$ cat config.mk
export PLATFORM = sky130hd
export DESIGN_NAME = uart_rx_edge_timestamp_decoder_top
export DESIGN_NICKNAME = d
export VERILOG_FILES = /design/src/sv/uredt_pkg.sv /design/src/sv/uart_rx_edge_timestamp_decoder_top.sv /design/src/sv/uredt_ctrl.sv /design/src/sv/uredt_dp.sv
export SDC_FILE = /design/constraint.sdc
export NUM_CORES = 1
export LEC_CHECK = 0
export BUFFER_PORTS_ARGS = -buffer_cell sky130_fd_sc_hd__buf_2
export CELL_PAD_IN_SITES_DETAIL_PLACEMENT = 1
export CELL_PAD_IN_SITES_GLOBAL_PLACEMENT = 1
export CORE_MARGIN = 2
export CORE_UTILIZATION = 40
export CTS_BUF_LIST = sky130_fd_sc_hd__clkbuf_8
export DETAILED_ROUTE_END_ITERATION = 10
export GPL_TIMING_DRIVEN = 0
export HOLD_SLACK_MARGIN = 0.1
export PLACE_DENSITY = 0.74
export SLEW_MARGIN = 0
export SYNTH_ARGS = -nofsm -noshare
export SYNTH_HDL_FRONTEND = slang
export SYNTH_HIERARCHICAL = 1
export SYNTH_SLANG_ARGS = --single-unit
export TNS_END_PERCENT = 10
$ cat constraint.sdc
create_clock -name clk -period 20.1 [get_ports clk]
set_clock_uncertainty 0.15 [all_clocks]
set_input_delay 1.005 -clock clk [delete_from_list [all_inputs] [get_ports clk]]
set_output_delay 1.005 -clock clk [all_outputs]
set_load 0.02 [all_outputs]
$ cat src/sv/uredt_pkg.sv
`timescale 1ns / 1ps
// ----------------------------------------------------------------------------
// uredt_pkg
// Shared types and constants for the edge-timestamp UART decoder.
// ----------------------------------------------------------------------------
package uredt_pkg;

    localparam int MAX_FRAME_BITS = 16;
    localparam int MIN_FRAME_BITS = 9;
    localparam int COUNT_MAX      = 1023;
    localparam int FAIL_LIMIT     = 20;
    localparam int QBITS          = 5;

    localparam int TIME_W  = 32;
    localparam int BP_W    = 24;
    localparam int FB_W    = 5;
    localparam int DATA_W  = 8;
    localparam int COUNT_W = 10;
    localparam int NUM_W   = TIME_W + 9 + 1;
    localparam int DIV_W   = BP_W + 1;
    localparam int REM_W   = DIV_W + QBITS;
    localparam int PROD_W  = BP_W + FB_W;

    typedef logic [1:0] cfg_index_t;
    localparam cfg_index_t REG_BIT_PERIOD = 2'd0;
    localparam cfg_index_t REG_FRAME_BITS = 2'd1;
    localparam cfg_index_t REG_SKIP_TWO   = 2'd2;

    localparam logic [BP_W-1:0] BIT_PERIOD_RST = 24'd13333;
    localparam logic [FB_W-1:0] FRAME_BITS_RST = 5'd10;

    localparam logic KIND_BYTE = 1'b0;
    localparam logic KIND_END  = 1'b1;

    localparam logic [1:0] EDGE_INDEX_MAX = 2'd3;
    localparam logic [1:0] START_NORMAL   = 2'd1;
    localparam logic [1:0] START_SKIP     = 2'd3;

    localparam logic [2:0] DIV_FIRST = 3'(QBITS - 1);

    typedef enum logic [5:0] {
        S_IDLE  = 6'b000001,
        S_LOAD  = 6'b000010,
        S_DIV   = 6'b000100,
        S_APPLY = 6'b001000,
        S_BYTE  = 6'b010000,
        S_END   = 6'b100000
    } state_t;

    typedef struct packed {
        logic accept;
        logic load;
        logic div_step;
        logic apply;
        logic emit_byte;
        logic emit_end;
    } cmd_t;

    typedef struct packed {
        logic div_last;
        logic has_byte;
        logic has_end;
        logic slot_free;
    } status_t;

endpackage

$ cat src/sv/uart_rx_edge_timestamp_decoder_top.sv
`timescale 1ns / 1ps
// ----------------------------------------------------------------------------
// uart_rx_edge_timestamp_decoder_top
// Decodes UART bytes from a sequence of line-edge timestamps.
// ----------------------------------------------------------------------------
//  channel  handshake                 payload
//  in       in_valid / in_stall       edge_time[31:0], last_edge
//  out      out_valid / out_stall     kind, data[7:0], byte_count[9:0], aborted, last
//  cfg      cfg_valid / cfg_ready     cfg_index[1:0], cfg_data[23:0]
//
//  An edge passes through accept, load, the restoring-divider steps (one
//  quotient bit each), state update and the byte slot; a byte is loaded into the
//  output register at the byte slot. An end result is emitted from a further state.
//  Async active-low reset restores register defaults and clears the capture.
//  A single output register holds a result while out_stall is high; the next
//  edge is accepted meanwhile and waits at its emit step. cfg_ready is always high.
// ----------------------------------------------------------------------------
module uart_rx_edge_timestamp_decoder_top (
    input  logic                                 clk,
    input  logic                                 rst_n,
    input  logic                                 in_valid,
    output logic                                 in_stall,
    input  logic [uredt_pkg::TIME_W-1:0]         edge_time,
    input  logic                                 last_edge,
    output logic                                 out_valid,
    input  logic                                 out_stall,
    output logic                                 kind,
    output logic [uredt_pkg::DATA_W-1:0]         data,
    output logic [uredt_pkg::COUNT_W-1:0]        byte_count,
    output logic                                 aborted,
    output logic                                 last,
    input  logic                                 cfg_valid,
    output logic                                 cfg_ready,
    input  uredt_pkg::cfg_index_t                cfg_index,
    input  logic [uredt_pkg::BP_W-1:0]           cfg_data
);

    uredt_pkg::cmd_t    cmd;
    uredt_pkg::status_t status;

    assign cfg_ready = 1'b1;

    uredt_ctrl u_ctrl (
        .clk      (clk),
        .rst_n    (rst_n),
        .in_valid (in_valid),
        .in_stall (in_stall),
        .status   (status),
        .cmd      (cmd)
    );

    uredt_dp u_dp (
        .clk        (clk),
        .rst_n      (rst_n),
        .cfg_valid  (cfg_valid),
        .cfg_index  (cfg_index),
        .cfg_data   (cfg_data),
        .edge_time  (edge_time),
        .last_edge  (last_edge),
        .out_stall  (out_stall),
        .out_valid  (out_valid),
        .kind       (kind),
        .data       (data),
        .byte_count (byte_count),
        .aborted    (aborted),
        .last       (last),
        .cmd        (cmd),
        .status     (status)
    );

endmodule

$ cat src/sv/uredt_ctrl.sv
`timescale 1ns / 1ps
// ----------------------------------------------------------------------------
// uredt_ctrl
// Sequencer: request capture, count division, state update, result emission.
// ----------------------------------------------------------------------------
module uredt_ctrl (
    input  logic               clk,
    input  logic               rst_n,
    input  logic               in_valid,
    output logic               in_stall,
    input  uredt_pkg::status_t status,
    output uredt_pkg::cmd_t    cmd
);

    uredt_pkg::state_t state_reg;
    uredt_pkg::state_t state_next;

    always_ff @(posedge clk or negedge rst_n)
    begin
        if (!rst_n)
        begin
            state_reg <= uredt_pkg::S_IDLE;
        end
        else
        begin
            state_reg <= state_next;
        end
    end

    assign in_stall = (state_reg != uredt_pkg::S_IDLE);

    always_comb
    begin
        state_next = state_reg;
        cmd        = '0;
        case (state_reg)
            uredt_pkg::S_IDLE:
            begin
                if (in_valid)
                begin
                    cmd.accept = 1'b1;
                    state_next = uredt_pkg::S_LOAD;
                end
            end
            uredt_pkg::S_LOAD:
            begin
                cmd.load   = 1'b1;
                state_next = uredt_pkg::S_DIV;
            end
            uredt_pkg::S_DIV:
            begin
                cmd.div_step = 1'b1;
                if (status.div_last)
                begin
                    state_next = uredt_pkg::S_APPLY;
                end
            end
            uredt_pkg::S_APPLY:
            begin
                cmd.apply  = 1'b1;
                state_next = uredt_pkg::S_BYTE;
            end
            uredt_pkg::S_BYTE:
            begin
                if (!status.has_byte)
                begin
                    state_next = status.has_end ? uredt_pkg::S_END : uredt_pkg::S_IDLE;
                end
                else if (status.slot_free)
                begin
                    cmd.emit_byte = 1'b1;
                    state_next = status.has_end ? uredt_pkg::S_END : uredt_pkg::S_IDLE;
                end
            end
            uredt_pkg::S_END:
            begin
                if (status.slot_free)
                begin
                    cmd.emit_end = 1'b1;
                    state_next   = uredt_pkg::S_IDLE;
                end
            end
            default:
            begin
                state_next = uredt_pkg::S_IDLE;
            end
        endcase
    end

endmodule

$ cat src/sv/uredt_dp.sv
`timescale 1ns / 1ps
// ----------------------------------------------------------------------------
// uredt_dp
// Datapath: config registers, span divider, frame state, result register.
// ----------------------------------------------------------------------------
module uredt_dp (
    input  logic                                 clk,
    input  logic                                 rst_n,
    input  logic                                 cfg_valid,
    input  uredt_pkg::cfg_index_t                cfg_index,
    input  logic [uredt_pkg::BP_W-1:0]           cfg_data,
    input  logic [uredt_pkg::TIME_W-1:0]         edge_time,
    input  logic                                 last_edge,
    input  logic                                 out_stall,
    output logic                                 out_valid,
    output logic                                 kind,
    output logic [uredt_pkg::DATA_W-1:0]         data,
    output logic [uredt_pkg::COUNT_W-1:0]        byte_count,
    output logic                                 aborted,
    output logic                                 last,
    input  uredt_pkg::cmd_t                      cmd,
    output uredt_pkg::status_t                   status
);

    localparam int FW = uredt_pkg::MAX_FRAME_BITS;

    // config
    logic [uredt_pkg::BP_W-1:0]    bit_period_reg;
    logic [uredt_pkg::FB_W-1:0]    frame_bits_reg;
    logic                          skip_two_reg;

    // request
    logic [uredt_pkg::TIME_W-1:0]  t_reg;
    logic                          last_reg;

    // division
    logic                          proc_reg;
    logic                          gt_reg;
    logic                          sat_reg;
    logic [uredt_pkg::TIME_W-1:0]  d_reg;
    logic [uredt_pkg::DIV_W-1:0]   dvs_reg;
    logic [uredt_pkg::PROD_W-1:0]  prod_reg;
    logic [uredt_pkg::REM_W-1:0]   rem_reg;
    logic [uredt_pkg::QBITS-1:0]   q_reg;
    logic [2:0]                    div_cnt_reg;

    // capture state
    logic [uredt_pkg::TIME_W-1:0]  prev_reg;
    logic [1:0]                    edge_index_reg;
    logic                          level_reg;
    logic [uredt_pkg::FB_W-1:0]    filled_reg;
    logic [FW-1:0]                 shift_reg;
    logic [uredt_pkg::FB_W-1:0]    fail_reg;
    logic                          abort_reg;
    logic [uredt_pkg::COUNT_W-1:0] bytes_reg;

    logic [uredt_pkg::TIME_W-1:0]  prev_next;
    logic [1:0]                    edge_index_next;
    logic                          level_next;
    logic [uredt_pkg::FB_W-1:0]    filled_next;
    logic [FW-1:0]                 shift_next;
    logic [uredt_pkg::FB_W-1:0]    fail_next;
    logic                          abort_next;
    logic [uredt_pkg::COUNT_W-1:0] bytes_next;

    // pending results
    logic                          byte_pend_reg;
    logic                          byte_pend_next;
    logic [uredt_pkg::DATA_W-1:0]  byte_data_reg;
    logic [uredt_pkg::DATA_W-1:0]  byte_data_next;
    logic [uredt_pkg::COUNT_W-1:0] end_count_reg;
    logic                          end_abort_reg;

    // output register
    logic                          out_valid_reg;
    logic                          kind_reg;
    logic [uredt_pkg::DATA_W-1:0]  data_reg;
    logic [uredt_pkg::COUNT_W-1:0] count_reg;
    logic                          aborted_reg;
    logic                          last_out_reg;

    // load-stage logic
    logic [uredt_pkg::FB_W-1:0]    fb;
    logic [uredt_pkg::BP_W-1:0]    bp;
    logic [1:0]                    start_idx;
    logic [uredt_pkg::TIME_W-1:0]  delta;
    logic [uredt_pkg::NUM_W-1:0]   num;
    logic [uredt_pkg::DIV_W-1:0]   dvs;
    logic                          sat;

    // divide step
    logic [uredt_pkg::REM_W-1:0]   dvs_sh;
    logic                          q_bit;

    // apply-stage logic
    logic                          open_fail;
    logic                          good;
    logic [uredt_pkg::FB_W-1:0]    room;
    logic [uredt_pkg::FB_W-1:0]    cnt;
    logic [uredt_pkg::FB_W:0]      span_end;
    logic [FW-1:0]                 mask;
    logic [uredt_pkg::FB_W:0]      filled_sum;
    logic [uredt_pkg::FB_W-1:0]    fail_upd;
    logic                          abort_upd;
    logic [uredt_pkg::FB_W-1:0]    filled_upd;
    logic [FW-1:0]                 shift_upd;
    logic                          level_upd;
    logic [uredt_pkg::COUNT_W-1:0] bytes_upd;

    always_ff @(posedge clk or negedge rst_n)
    begin
        if (!rst_n)
        begin
            bit_period_reg <= uredt_pkg::BIT_PERIOD_RST;
            frame_bits_reg <= uredt_pkg::FRAME_BITS_RST;
            skip_two_reg   <= 1'b0;
        end
        else if (cfg_valid)
        begin
            case (cfg_index)
                uredt_pkg::REG_BIT_PERIOD: bit_period_reg <= cfg_data;
                uredt_pkg::REG_FRAME_BITS: frame_bits_reg <= cfg_data[uredt_pkg::FB_W-1:0];
                uredt_pkg::REG_SKIP_TWO:   skip_two_reg   <= cfg_data[0];
                default:                   ;
            endcase
        end
    end

    // load stage
    always_comb
    begin
        if (frame_bits_reg < uredt_pkg::FB_W'(uredt_pkg::MIN_FRAME_BITS))
        begin
            fb = uredt_pkg::FB_W'(uredt_pkg::MIN_FRAME_BITS);
        end
        else if (frame_bits_reg > uredt_pkg::FB_W'(uredt_pkg::MAX_FRAME_BITS))
        begin
            fb = uredt_pkg::FB_W'(uredt_pkg::MAX_FRAME_BITS);
        end
        else
        begin
            fb = frame_bits_reg;
        end
        bp        = (bit_period_reg == '0) ? uredt_pkg::BP_W'(1) : bit_period_reg;
        start_idx = skip_two_reg ? uredt_pkg::START_SKIP : uredt_pkg::START_NORMAL;
        delta     = t_reg - prev_reg;
        // round(d*256/bp) = (d*512 + bp) / (2*bp)
        num       = uredt_pkg::NUM_W'({delta, 9'b0}) + uredt_pkg::NUM_W'(bp);
        dvs       = {bp, 1'b0};
        sat       = num >= uredt_pkg::NUM_W'({dvs, {uredt_pkg::QBITS{1'b0}}});
    end

    // divide step: one quotient bit per cycle
    assign dvs_sh = uredt_pkg::REM_W'(dvs_reg) << div_cnt_reg;
    assign q_bit  = rem_reg >= dvs_sh;

    always_ff @(posedge clk)
    begin
        if (cmd.accept)
        begin
            t_reg    <= edge_time;
            last_reg <= last_edge;
        end
        if (cmd.load)
        begin
            proc_reg    <= !abort_reg && (edge_index_reg >= start_idx);
            gt_reg      <= t_reg > prev_reg;
            sat_reg     <= sat;
            d_reg       <= delta;
            dvs_reg     <= dvs;
            prod_reg    <= uredt_pkg::PROD_W'(bp) * uredt_pkg::PROD_W'(fb);
            rem_reg     <= num[uredt_pkg::REM_W-1:0];
            q_reg       <= '0;
            div_cnt_reg <= uredt_pkg::DIV_FIRST;
        end
        else if (cmd.div_step)
        begin
            if (q_bit)
            begin
                rem_reg <= rem_reg - dvs_sh;
            end
            q_reg       <= {q_reg[uredt_pkg::QBITS-2:0], q_bit};
            div_cnt_reg <= div_cnt_reg - 3'd1;
        end
        if (cmd.apply)
        begin
            byte_data_reg <= byte_data_next;
            end_count_reg <= bytes_upd;
            end_abort_reg <= abort_upd;
        end
        if (cmd.emit_byte)
        begin
            kind_reg     <= uredt_pkg::KIND_BYTE;
            data_reg     <= byte_data_reg;
            count_reg    <= '0;
            aborted_reg  <= 1'b0;
            last_out_reg <= !last_reg;
        end
        else if (cmd.emit_end)
        begin
            kind_reg     <= uredt_pkg::KIND_END;
            data_reg     <= '0;
            count_reg    <= end_count_reg;
            aborted_reg  <= end_abort_reg;
            last_out_reg <= 1'b1;
        end
    end

    // apply stage
    always_comb
    begin
        open_fail = (filled_reg == '0) &&
                    !({d_reg, 8'b0} < (uredt_pkg::TIME_W + 8)'(prod_reg));
        good      = gt_reg && !open_fail && (sat_reg || (q_reg != '0));
        room      = fb - filled_reg;
        if (last_reg || sat_reg || (q_reg > room))
        begin
            cnt = room;
        end
        else
        begin
            cnt = q_reg;
        end
        span_end = {1'b0, filled_reg} + {1'b0, cnt};
        for (int k = 0; k < FW; k++)
        begin
            mask[k] = ((uredt_pkg::FB_W + 1)'(k) >= {1'b0, filled_reg}) &&
                      ((uredt_pkg::FB_W + 1)'(k) < span_end);
        end

        fail_upd   = fail_reg;
        abort_upd  = abort_reg;
        filled_upd = filled_reg;
        shift_upd  = shift_reg;
        level_upd  = level_reg;
        bytes_upd  = bytes_reg;
        byte_pend_next = 1'b0;
        byte_data_next = byte_data_reg;
        filled_sum = span_end;

        if (proc_reg)
        begin
            if (good)
            begin
                shift_upd  = level_reg ? (shift_reg & ~mask) : (shift_reg | mask);
                filled_upd = filled_sum[uredt_pkg::FB_W-1:0];
                level_upd  = !level_reg;
            end
            else
            begin
                fail_upd = fail_reg + uredt_pkg::FB_W'(1);
            end
            if (fail_upd > uredt_pkg::FB_W'(uredt_pkg::FAIL_LIMIT))
            begin
                abort_upd  = 1'b1;
                filled_upd = '0;
            end
            if (!abort_upd && (filled_upd >= fb))
            begin
                byte_pend_next = 1'b1;
                byte_data_next = shift_upd[uredt_pkg::DATA_W:1];
                filled_upd     = '0;
                fail_upd       = '0;
                if (bytes_reg < uredt_pkg::COUNT_W'(uredt_pkg::COUNT_MAX))
                begin
                    bytes_upd = bytes_reg + uredt_pkg::COUNT_W'(1);
                end
            end
        end

        if (last_reg)
        begin
            prev_next       = '0;
            edge_index_next = '0;
            level_next      = 1'b1;
            filled_next     = '0;
            shift_next      = '0;
            fail_next       = '0;
            abort_next      = 1'b0;
            bytes_next      = '0;
        end
        else
        begin
            prev_next       = t_reg;
            edge_index_next = (edge_index_reg < uredt_pkg::EDGE_INDEX_MAX) ?
                              edge_index_reg + 2'd1 : edge_index_reg;
            level_next      = level_upd;
            filled_next     = filled_upd;
            shift_next      = shift_upd;
            fail_next       = fail_upd;
            abort_next      = abort_upd;
            bytes_next      = bytes_upd;
        end
    end

    always_ff @(posedge clk or negedge rst_n)
    begin
        if (!rst_n)
        begin
            prev_reg       <= '0;
            edge_index_reg <= '0;
            level_reg      <= 1'b1;
            filled_reg     <= '0;
            shift_reg      <= '0;
            fail_reg       <= '0;
            abort_reg      <= 1'b0;
            bytes_reg      <= '0;
            byte_pend_reg  <= 1'b0;
            out_valid_reg  <= 1'b0;
        end
        else
        begin
            if (cmd.apply)
            begin
                prev_reg       <= prev_next;
                edge_index_reg <= edge_index_next;
                level_reg      <= level_next;
                filled_reg     <= filled_next;
                shift_reg      <= shift_next;
                fail_reg       <= fail_next;
                abort_reg      <= abort_next;
                bytes_reg      <= bytes_next;
                byte_pend_reg  <= byte_pend_next;
            end
            else if (cmd.emit_byte)
            begin
                byte_pend_reg <= 1'b0;
            end
            if (cmd.emit_byte || cmd.emit_end)
            begin
                out_valid_reg <= 1'b1;
            end
            else if (!out_stall)
            begin
                out_valid_reg <= 1'b0;
            end
        end
    end

    assign status.div_last  = (div_cnt_reg == '0);
    assign status.has_byte  = byte_pend_reg;
    assign status.has_end   = last_reg;
    assign status.slot_free = !out_valid_reg || !out_stall;

    assign out_valid  = out_valid_reg;
    assign kind       = kind_reg;
    assign data       = data_reg;
    assign byte_count = count_reg;
    assign aborted    = aborted_reg;
    assign last       = last_out_reg;

endmodule
==> flow_metrics.py, run 1 <==
metrics = {
    "layout": {
        "final_common_cell": "inv_1",
        "final_nets": 2709,
        "fillers": 6335,
        "area_growth_pct": 11.5,
        "final_cell_mix": "inv_1, nand2_1, ha_1",
        "drive_above_1_share": 0.110,
    },
    "logic_synthesis": {
        "synthArstFlopShare": 0.339,
        "syn_area_um2": 22100,
        "syn_nets": 2563,
        "avgSynthCellArea_um2": 9.84,
        "ys_types": 106,
        "synthFlopType": "edfxtp_1",
        "ys.warnings.count": 6,
        "postSynthRegisterBits": 301,
        "netlist_instances": 2245,
        "synth_edf_count": 179,
        "yosysSeqAreaShare": 0.378,
    },
    "detailed_routing": {
        "drt_pass1_iterations": 4,
        "via_per_inst": 5.61,
        "drt_first_iter_violations": 930,
        "drtAntennaViolNets": 0,
        "drc": 0,
        "vias": 17600,
        "routed_wl_um": 64300,
        "wl_per_cell_um": 20.5,
    },
    "die": {
        "initial_utilization": 0.403,
        "rows": 86,
        "fp.coreArea_um2": 54900,
        "ios": 88,
        "dieWidth_um": 239,
        "die_h_um": 239,
        "die-area_um2": 57100,
    },
    "placement": {
        "dp_hpwl_um": 50800,
        "place_congestion": 0.888,
        "io_buffers": 86,
    },
    "worst_setup_path": {
        "critical-path-max-stage-delay_ps": 560,
        "critPathKind": "register to register",
        "arrival_ps": 8870,
        "cp-start-kind": "register",
        "required_ps": 20350,
        "cpMaxStageDelayCell": "clkbuf_1",
        "critPathMaxFanout": 10,
        "setup.worst_path.end_class": "register",
    },
    "timing": {
        "hold_violations": 0,
        "timing.fmax_ghz": 0.116,
        "fin_setup_tns_ps": 0,
        "rsz0062_at_grt": "no",
        "setup_viol": 0,
        "report.final.slew_viol_count": 0,
        "slew_headroom": 0.332,
        "post-route-min-period_ps": 8630,
        "worstMarginPinSlew_ps": 1000,
        "fin_crit_sh": 0.429,
    },
    "clocking": {
        "worstSkewPairLatency_ps": 660,
        "htreeDepth": 2,
        "cts_resized": 0,
        "cts_sinks": 301,
        "clockBufferDepth": 3,
        "cts_tree": "done",
        "cts_made_buffers": 55,
        "ctsHoldBuffers": 0,
        "post_cts_buffers": 0,
        "clockRootBuffer": "clkbuf_8",
        "clk_pin_slew_worst_paths_ps": 70,
    },
    "global_route": {
        "antenna_found_initial": 1,
        "grt_start_max_net_pins": 62,
        "grt_pass1_vias": 18900,
        "globalRouteOverflowTotal": 0,
        "grt.total_usage": 0.230,
        "grt_pass1_wl_um": 104000,
    },
    "power": {
        "ir_drop_v": 0.0000857,
        "finalPower_uw": 4290,
        "power_leakage_uw": 0.0108,
        "p_per_area_nw_per_um2": 174,
    },
    "flow_run": {
        "maxCapViolCount": 0,
    },
    "outcome": {
        "outcome": "finished clean",
    },
    "worst_hold_path": {
        "hp-class": "input pin to asynchronous set/reset pin",
    },
}
## routing by layer
layer,up-vias,GRT usage,wire [um]
li1,8296,-,-
met1,8937,0.297,28400
met2,294,0.398,31900
met3,95,0.0330,2250
met4,0,0.0720,1820
met5,-,0,0
## worst max-delay path, delay by kind of cell, from the launching register on
| kind | cells | cell delay (ps) |
|---|---|---|
| AO/OA/AOI/OAI | 8 | 1490 |
| XOR/XNOR | 1 | 480 |
| adder cells (fa/ha/maj) | 6 | 1950 |
| buffers and inverters | 6 | 1430 |
| flip-flops | 1 | 540 |
| multiplexers | 1 | 150 |
| AND/OR/NAND/NOR | 13 | 2160 |
## cell usage after synthesis (all sizes together), types with 40 or more instances
| library cell | n | area [um2] |
|---|---|---|
| mux2i | 59 | 591 |
| inv | 192 | 721 |
| a21oi | 129 | 661 |
| clkbuf | 84 | 319 |
| dfrtp | 92 | 2300 |
| nor2 | 180 | 676 |
| ha | 184 | 2300 |
| nand3 | 40 | 205 |
| fa | 70 | 1400 |
| a21o | 67 | 510 |
| nand2 | 201 | 754 |
| xnor2 | 61 | 542 |
| edfxtp | 179 | 5380 |
| o21ai | 143 | 719 |
## final cells by class
cell class,count,area (um2),share of cell area
timing repair buffer,89,508,0.0206
inverter,193,724,0.0294
tap,704,881,0.0358
sequential,301,8340,0.339
antenna,1,2.50,0.000102
buffer,107,445,0.0181
multi-input combinational,1644,12600,0.511
clock buffer,60,826,0.0335
clock inverter,44,308,0.0125
## cell families (layout without fill, tap and decap cells)
| group | count (synthesis) | in the layout | synth area share |
|---|---|---|---|
| simple gates | 680 | 680 | 0.156 |
| compound gates | 523 | 523 | 0.155 |
| flops | 301 | 301 | 0.378 |
| buf+inv | 300 | 493 | 0.0530 |
| fa+ha+maj | 254 | 254 | 0.168 |
| xor+xnor | 100 | 100 | 0.0415 |
| mux | 86 | 86 | 0.0493 |
| other cells | 1 | 2 | 0.000170 |
## power breakdown
| part | total, uW | leakage (uW) | switching, uW | internal, uW |
|---|---|---|---|---|
| logic | 2660 | 0.00700 | 1630 | 1030 |
| registers | 1020 | 0.00313 | 94.7 | 922 |
| clock network | 610 | 0.000656 | 282 | 328 |
## final timing paths
path | start | end | slack, ps | cells past startpoint
max in group asynchronous | rst_n | u_ctrl/state_reg[0] | 18770 | 2
min | rst_n | u_dp/prev_reg[23] | 190 | 1
min reg2reg | u_dp/kind | u_dp/kind | 320 | 2
min in group clk | u_dp/kind | u_dp/kind | 320 | 2
max reg2reg | u_dp/frame_bits_reg[1] | u_dp/end_count_reg[1] | 11470 | 35
max | u_dp/frame_bits_reg[1] | u_dp/end_count_reg[1] | 11470 | 35
## stage by stage
stage | area [um2] | hold slack, ps | util | std cells | setup WS (ps)
CTS | 24600 | 149 | 0.449 | 3142 | 11480
floorplan | 22100 | 301 | - | 2245 | 13190
global placement | 23400 | 294 | 0.426 | 3035 | 11810
global route | 24600 | 177 | 0.449 | 3143 | 11050
detailed placement | 23500 | 309 | 0.428 | 3038 | 11500
finish | 24600 | 187 | 0.449 | 3143 | 11470
(Power assumes the default switching activity.)
==> inputs of run 2 (changes only) <==
- PLACE_DENSITY: 0.74 -> 0.77
- clock period: 20.1 -> 7.28 ns (I/O delays scaled with it)
==> run 2 against run 1 <==
Effect of this change:
- via count is 2.4% higher
- critical path depth is 7 lower
- largest power group unchanged
- combinational power grew to 2.8 times the previous value
- sequential share of layout area is 1.1 points lower
- critical endpoint is now u_dp/sat_reg
- count of clock-buffer cells in the layout is 4 higher
==> flow_metrics.py, run 2 (same netlist as run 1, synthesis figures left out) <==
metrics = {
    "detailed_routing": {
        "drtAntennaViolNets": 0,
        "drt_pass1_iterations": 5,
        "routed_wl_um": 66900,
        "vias": 18100,
        "drt_first_iter_violations": 1109,
        "wl_per_cell_um": 20.9,
        "via_per_inst": 5.63,
        "drc": 0,
    },
    "layout": {
        "area_growth_pct": 15.2,
        "multi_input_area_um2": 12700,
        "fillers": 6231,
        "final_nets": 2774,
        "final_common_cell": "inv_1",
        "final_util": 0.464,
        "fin_area_um2": 25400,
        "drive_above_1_share": 0.121,
        "final_cell_mix": "inv_1, nand2_1, ha_1",
        "regArea_um2": 8340,
    },
    "placement": {
        "placed_area_um2": 23500,
        "place_congestion": 0.883,
        "io_buffers": 86,
        "dp_hpwl_um": 51000,
    },
    "timing": {
        "slew_headroom": 0.390,
        "report.final.slew_viol_count": 0,
        "setup_viol": 0,
        "worstMarginPinSlew_ps": 907,
        "fin_crit_sh": 0.976,
        "rsz0062_at_grt": "yes",
        "hold_violations": 0,
        "timing.fmax_ghz": 0.141,
        "post-route-min-period_ps": 7100,
        "fin_setup_tns_ps": 0,
    },
    "worst_setup_path": {
        "required_ps": 7470,
        "reg2regPathDepth": 28,
        "critPathMaxFanout": 4,
        "r2r-start": "u_dp/t_reg[0]",
        "rr_endpoint": "u_dp/sat_reg",
        "critical-path-max-stage-delay_ps": 430,
        "setup.worst_path.end_class": "register",
        "rrSetupSlack_ps": 180,
        "critPathKind": "register to register",
        "cpMaxStageDelayCell": "ha_1",
        "arrival_ps": 7290,
        "cp-start-kind": "register",
        "crit_path_end": "u_dp/sat_reg",
        "crit_start": "u_dp/t_reg[0]",
    },
    "die": {
        "dieWidth_um": 239,
        "die_h_um": 239,
        "ios": 88,
        "rows": 86,
        "initial_utilization": 0.403,
        "die-area_um2": 57100,
        "fp.coreArea_um2": 54900,
    },
    "clocking": {
        "htreeDepth": 2,
        "worstSkewPairLatency_ps": 690,
        "cts_tree": "done",
        "clockRootBuffer": "clkbuf_8",
        "clockBufferDepth": 3,
        "clk_pin_slew_worst_paths_ps": 70,
        "cts_sinks": 301,
        "cts_made_buffers": 54,
    },
    "flow_run": {
        "maxCapViolCount": 0,
    },
    "global_route": {
        "grt.total_usage": 0.236,
        "globalRouteOverflowTotal": 0,
        "grt_pass1_wl_um": 106000,
        "grt_start_max_net_pins": 56,
        "grt_pass1_vias": 19500,
        "antenna_found_initial": 2,
    },
    "worst_hold_path": {
        "hp-class": "input pin to asynchronous set/reset pin",
    },
    "outcome": {
        "outcome": "finished clean",
    },
    "power": {
        "ir_drop_v": 0.000269,
        "power_leakage_uw": 0.0111,
        "p_per_area_nw_per_um2": 471,
    },
}
==> run 2: cell types whose count changed in the layout (fill, tap and decap cells not counted), sizes merged <==
cell / before / now
buf: 112 / 115
bufinv: 4 / 3
clkbuf: 144 / 145
clkdlybuf4s15: 0 / 1
clkinv: 21 / 15
clkinvlp: 1 / 3
diode: 1 / 2
dlygate4sd3: 0 / 65
inv: 211 / 209
==> run 2: metrics by stage <==
step | power (uW) | hold WS [ps] | worst slack [ps] | instances
after global routing | 12900 | 201 | -30.5 | 3207
after global placement | 9700 | 299 | -985 | 3035
after floorplan | 8060 | -81.6 | 371 | 2245
after detailed placement | 10100 | 331 | -1220 | 3039
after CTS | 11900 | 116 | 14.0 | 3205
final | 12000 | 123 | 175 | 3207
==> run 2: layout make-up <==
type,count,share of cell area
Tap cell,704,0.0346
Clock buffer,64,0.0346
Timing Repair Buffer,159,0.0478
Clock inverter,37,0.00983
Multi-Input combinational cell,1644,0.499
Inverter,193,0.0288
Sequential cell,301,0.328
Buffer,103,0.0173
Antenna cell,2,0.000197
==> run 2: critical path, delay by kind of cell (launching register included) <==
| kind | cells | cell delay, ps |
|---|---|---|
| AOI/OAI and AO/OA | 13 | 2930 |
| xor gates and xnor gates | 2 | 510 |
| buffers and inverters | 2 | 170 |
| adders and majority gates | 4 | 1370 |
| and+or+nand+nor | 7 | 1210 |
| DFF | 1 | 410 |
==> run 2: how the worst min path moves through the flow <==
stage,end,slack [ps],cells past startpoint
finish,u_dp/prev_reg[24],120,2
global route,u_dp/prev_reg[24],200,2
CTS,u_dp/prev_reg[24],120,2
detailed placement,u_dp/prev_reg[25],330,1
global placement,u_dp/kind,300,2
floorplan,u_ctrl/state_reg[1],-80,0
==> run 2: repair_timing <==
item                                   4_1_cts  5_1_grt
hold buffers                                65        0
gates resized for setup                     18       19
endpoints found under the hold margin      122        0
setup endpoints to repair                   43       26
pin swaps                                    2        3
setup buffers                                3        1
==> run 2: routing by layer <==
layer,track usage,wire length (um),up-vias
met3,0.0395,2840,155
met1,0.293,28300,9098
met4,0.111,3080,0
met5,0,0,-
met2,0.402,32700,379
li1,-,-,8419
==> run 2: report_power, final <==
group	internal, uW	switching, uW
combinational	2920	4560
clock	908	784
sequential	2540	269
==> inputs of run 3 (changes only) <==
- ABC_AREA: unset -> 1
- PLACE_DENSITY: 0.77 -> 0.79
==> run 3 against run 2 <==
Effect of this change:
- non-clock buffer count is 14 lower
- wire length is 4.6% higher
- setup slack better by 190 ps
- critical endpoint is now u_dp/end_count_reg[9]
==> flow_metrics.py, run 3 <==
metrics = {
    "die": {
        "die-area_um2": 57200,
        "rows": 86,
        "ios": 88,
        "initial_utilization": 0.403,
        "dieWidth_um": 239,
        "die_h_um": 239,
        "fp.coreArea_um2": 54900,
    },
    "logic_synthesis": {
        "postSynthRegisterBits": 301,
        "ys.warnings.count": 6,
        "synth_top_area_frac": 0.243,
        "synth_edf_count": 179,
        "avgSynthCellArea_um2": 8.11,
        "syn_nets": 3045,
        "synthFlopType": "edfxtp_1",
        "synth_common_cells": "nand2_1, inv_1, nor2_1",
        "synth_most_common_cell": "nand2_1",
        "synth_largest_area_cell": "edfxtp_1",
        "netlist_instances": 2727,
        "syn_area_um2": 22100,
        "synth.area.top_cells": "edfxtp_1, nand2_1, dfrtp_1",
        "ys_types": 56,
        "yosysSeqAreaShare": 0.377,
        "synthArstFlopShare": 0.339,
    },
    "layout": {
        "final_nets": 3259,
        "drive_above_1_share": 0.0964,
        "area_growth_pct": 15.8,
        "fillers": 6728,
        "layoutNonFillerInstCount": 3693,
        "final_cell_mix": "nand2_1, inv_1, nor2_1",
        "fin_area_um2": 25600,
        "final_common_cell": "nand2_1",
    },
    "worst_setup_path": {
        "critical-path-max-stage-delay_ps": 430,
        "cpMostUsedCell": "o21ai_0",
        "cpMaxStageDelayCell": "fa_1",
        "cp_num_buf_inv": 6,
        "reg2regPathDepth": 32,
        "rr_endpoint": "u_dp/end_count_reg[9]",
        "required_ps": 7530,
        "critPathMaxFanout": 10,
        "cp-start-kind": "register",
        "critPathTopFamily": "adder cells",
        "r2r-start": "u_dp/frame_bits_reg[0]",
        "critPathKind": "register to register",
        "arrival_ps": 7170,
        "rrSetupSlack_ps": 360,
        "setup.worst_path.end_class": "register",
    },
    "global_route": {
        "grt_start_max_net_pins": 72,
        "gr-max-usage-layer": "met2",
        "antenna_found_initial": 3,
        "globalRouteOverflowTotal": 0,
        "grt_pass1_wl_um": 112000,
        "grtUsageMet3": 0.0484,
        "use_met1": 0.301,
        "grt.total_usage": 0.249,
        "grt_pass1_vias": 21200,
        "use_met2": 0.434,
    },
    "clocking": {
        "clk_pin_slew_worst_paths_ps": 60,
        "worstSkewPairLatency_ps": 670,
        "clockRootBuffer": "clkbuf_8",
        "htreeDepth": 2,
        "clockBufferDepth": 3,
        "cts_made_buffers": 55,
        "cts_sinks": 301,
        "cts_tree": "done",
    },
    "detailed_routing": {
        "drc": 0,
        "drtAntennaViolNets": 0,
        "drt_first_iter_violations": 990,
        "routed_wl_um": 70000,
        "via_per_inst": 5.30,
        "wl_per_cell_um": 18.9,
        "drt_pass1_iterations": 5,
        "vias": 19600,
    },
    "power": {
        "power.switching_uw": 6210,
        "internal_power_uw": 6230,
        "ir_drop_v": 0.000266,
        "combinationalPowerShare": 0.624,
        "switching_share": 0.499,
        "seq_power_share": 0.221,
        "clockPowerShare": 0.155,
        "power_leakage_uw": 0.0119,
        "p_per_area_nw_per_um2": 486,
        "finalPower_uw": 12400,
    },
    "timing": {
        "worstMarginPinSlew_ps": 1260,
        "fin_crit_sh": 0.950,
        "whs_ps": 221,
        "post-route-min-period_ps": 6920,
        "timing.fmax_ghz": 0.145,
        "rsz0062_at_grt": "yes",
        "slew_headroom": 0.157,
        "report.final.slew_viol_count": 0,
        "setup_viol": 0,
        "hold_violations": 0,
        "worst_slack_ps": 361,
    },
    "placement": {
        "place_congestion": 0.932,
        "io_buffers": 86,
        "dp_hpwl_um": 55400,
        "place_inst": 3520,
        "place_ws_ps": -595,
        "placed_area_um2": 23500,
    },
    "outcome": {
        "outcome": "finished clean",
    },
    "worst_hold_path": {
        "hold_path_startpoint": "cfg_index[0]",
        "whs_path_depth": 4,
        "hp-class": "input pin to register",
        "min_to": "u_dp/frame_bits_reg[0]",
    },
    "flow_run": {
        "maxCapViolCount": 0,
    },
}
==> run 3: area by class of cell <==
type                            count  area [um2]  share of cell area
Multi-Input combinational cell   1958       12100               0.472
Sequential cell                   301        8340               0.326
Inverter                          377        1430              0.0557
Timing Repair Buffer              160        1220              0.0477
Tap cell                          704         881              0.0344
Clock buffer                       61         840              0.0328
Clock inverter                     43         465              0.0182
Buffer                             88         352              0.0137
Antenna cell                        1        2.50           0.0000977
==> run 3: logic make-up after synthesis <==
family,share of synthesized area
XOR/XNOR,0.0412
adder cells (fa/ha/maj),0.167
AO/OA/AOI/OAI,0.122
flip-flops,0.377
multiplexers,0.000453
other,0.000170
buffers and inverters,0.0803
AND/OR/NAND/NOR,0.211
==> run 3: power groups by stage <==
stage               Sequential [uW]  Combinational [uW]  Clock (uW)
CTS                            2740                7690        1980
finish                         2750                7760        1930
global placement               2780                7230           0
floorplan                      2720                5250           0
global route                   2790                8690        2050
detailed placement             2770                7580           0
==> run 3: metrics by stage <==
step,setup TNS (ps),utilization
floorplan,0,-
global placement,-9090,0.427
detailed placement,-11690,0.429
CTS,0,0.466
global route,-888,0.467
finish,0,0.467
==> run 3: what timing repair did <==
action	in CTS	in global routing
hold buffers	67	0
setup endpoints to repair	39	40
gates resized for setup	8	8
pin swaps	0	0
setup buffers	3	1
hold endpoints to repair	165	0
==> run 3: worst max path at each step <==
stage,cells after the start,end,from,slack [ps]
3_3_place_gp,28,u_dp/byte_data_reg[4],u_dp/frame_bits_reg[4],-520
6_report,32,u_dp/end_count_reg[9],u_dp/frame_bits_reg[0],360
4_1_cts,30,u_dp/end_count_reg[4],u_dp/frame_bits_reg[4],10
2_1_floorplan,29,u_dp/byte_data_reg[0],u_dp/frame_bits_reg[4],1220
3_5_place_dp,29,u_dp/byte_data_reg[6],u_dp/frame_bits_reg[4],-600
5_1_grt,32,u_dp/end_count_reg[9],u_dp/frame_bits_reg[0],-120
==> run 3: layer usage <==
metal | up-vias | routed length, um
met5 | - | 26
met4 | 4 | 2780
met3 | 141 | 3480
met2 | 387 | 34400
met1 | 9665 | 29300
li1 | 9375 | -
==> run 3: tightest hold or removal path: stages <==
cell     delay [ps]
buf_2           140
nand3_1         330
nand2_1          80
o21ai_0          70
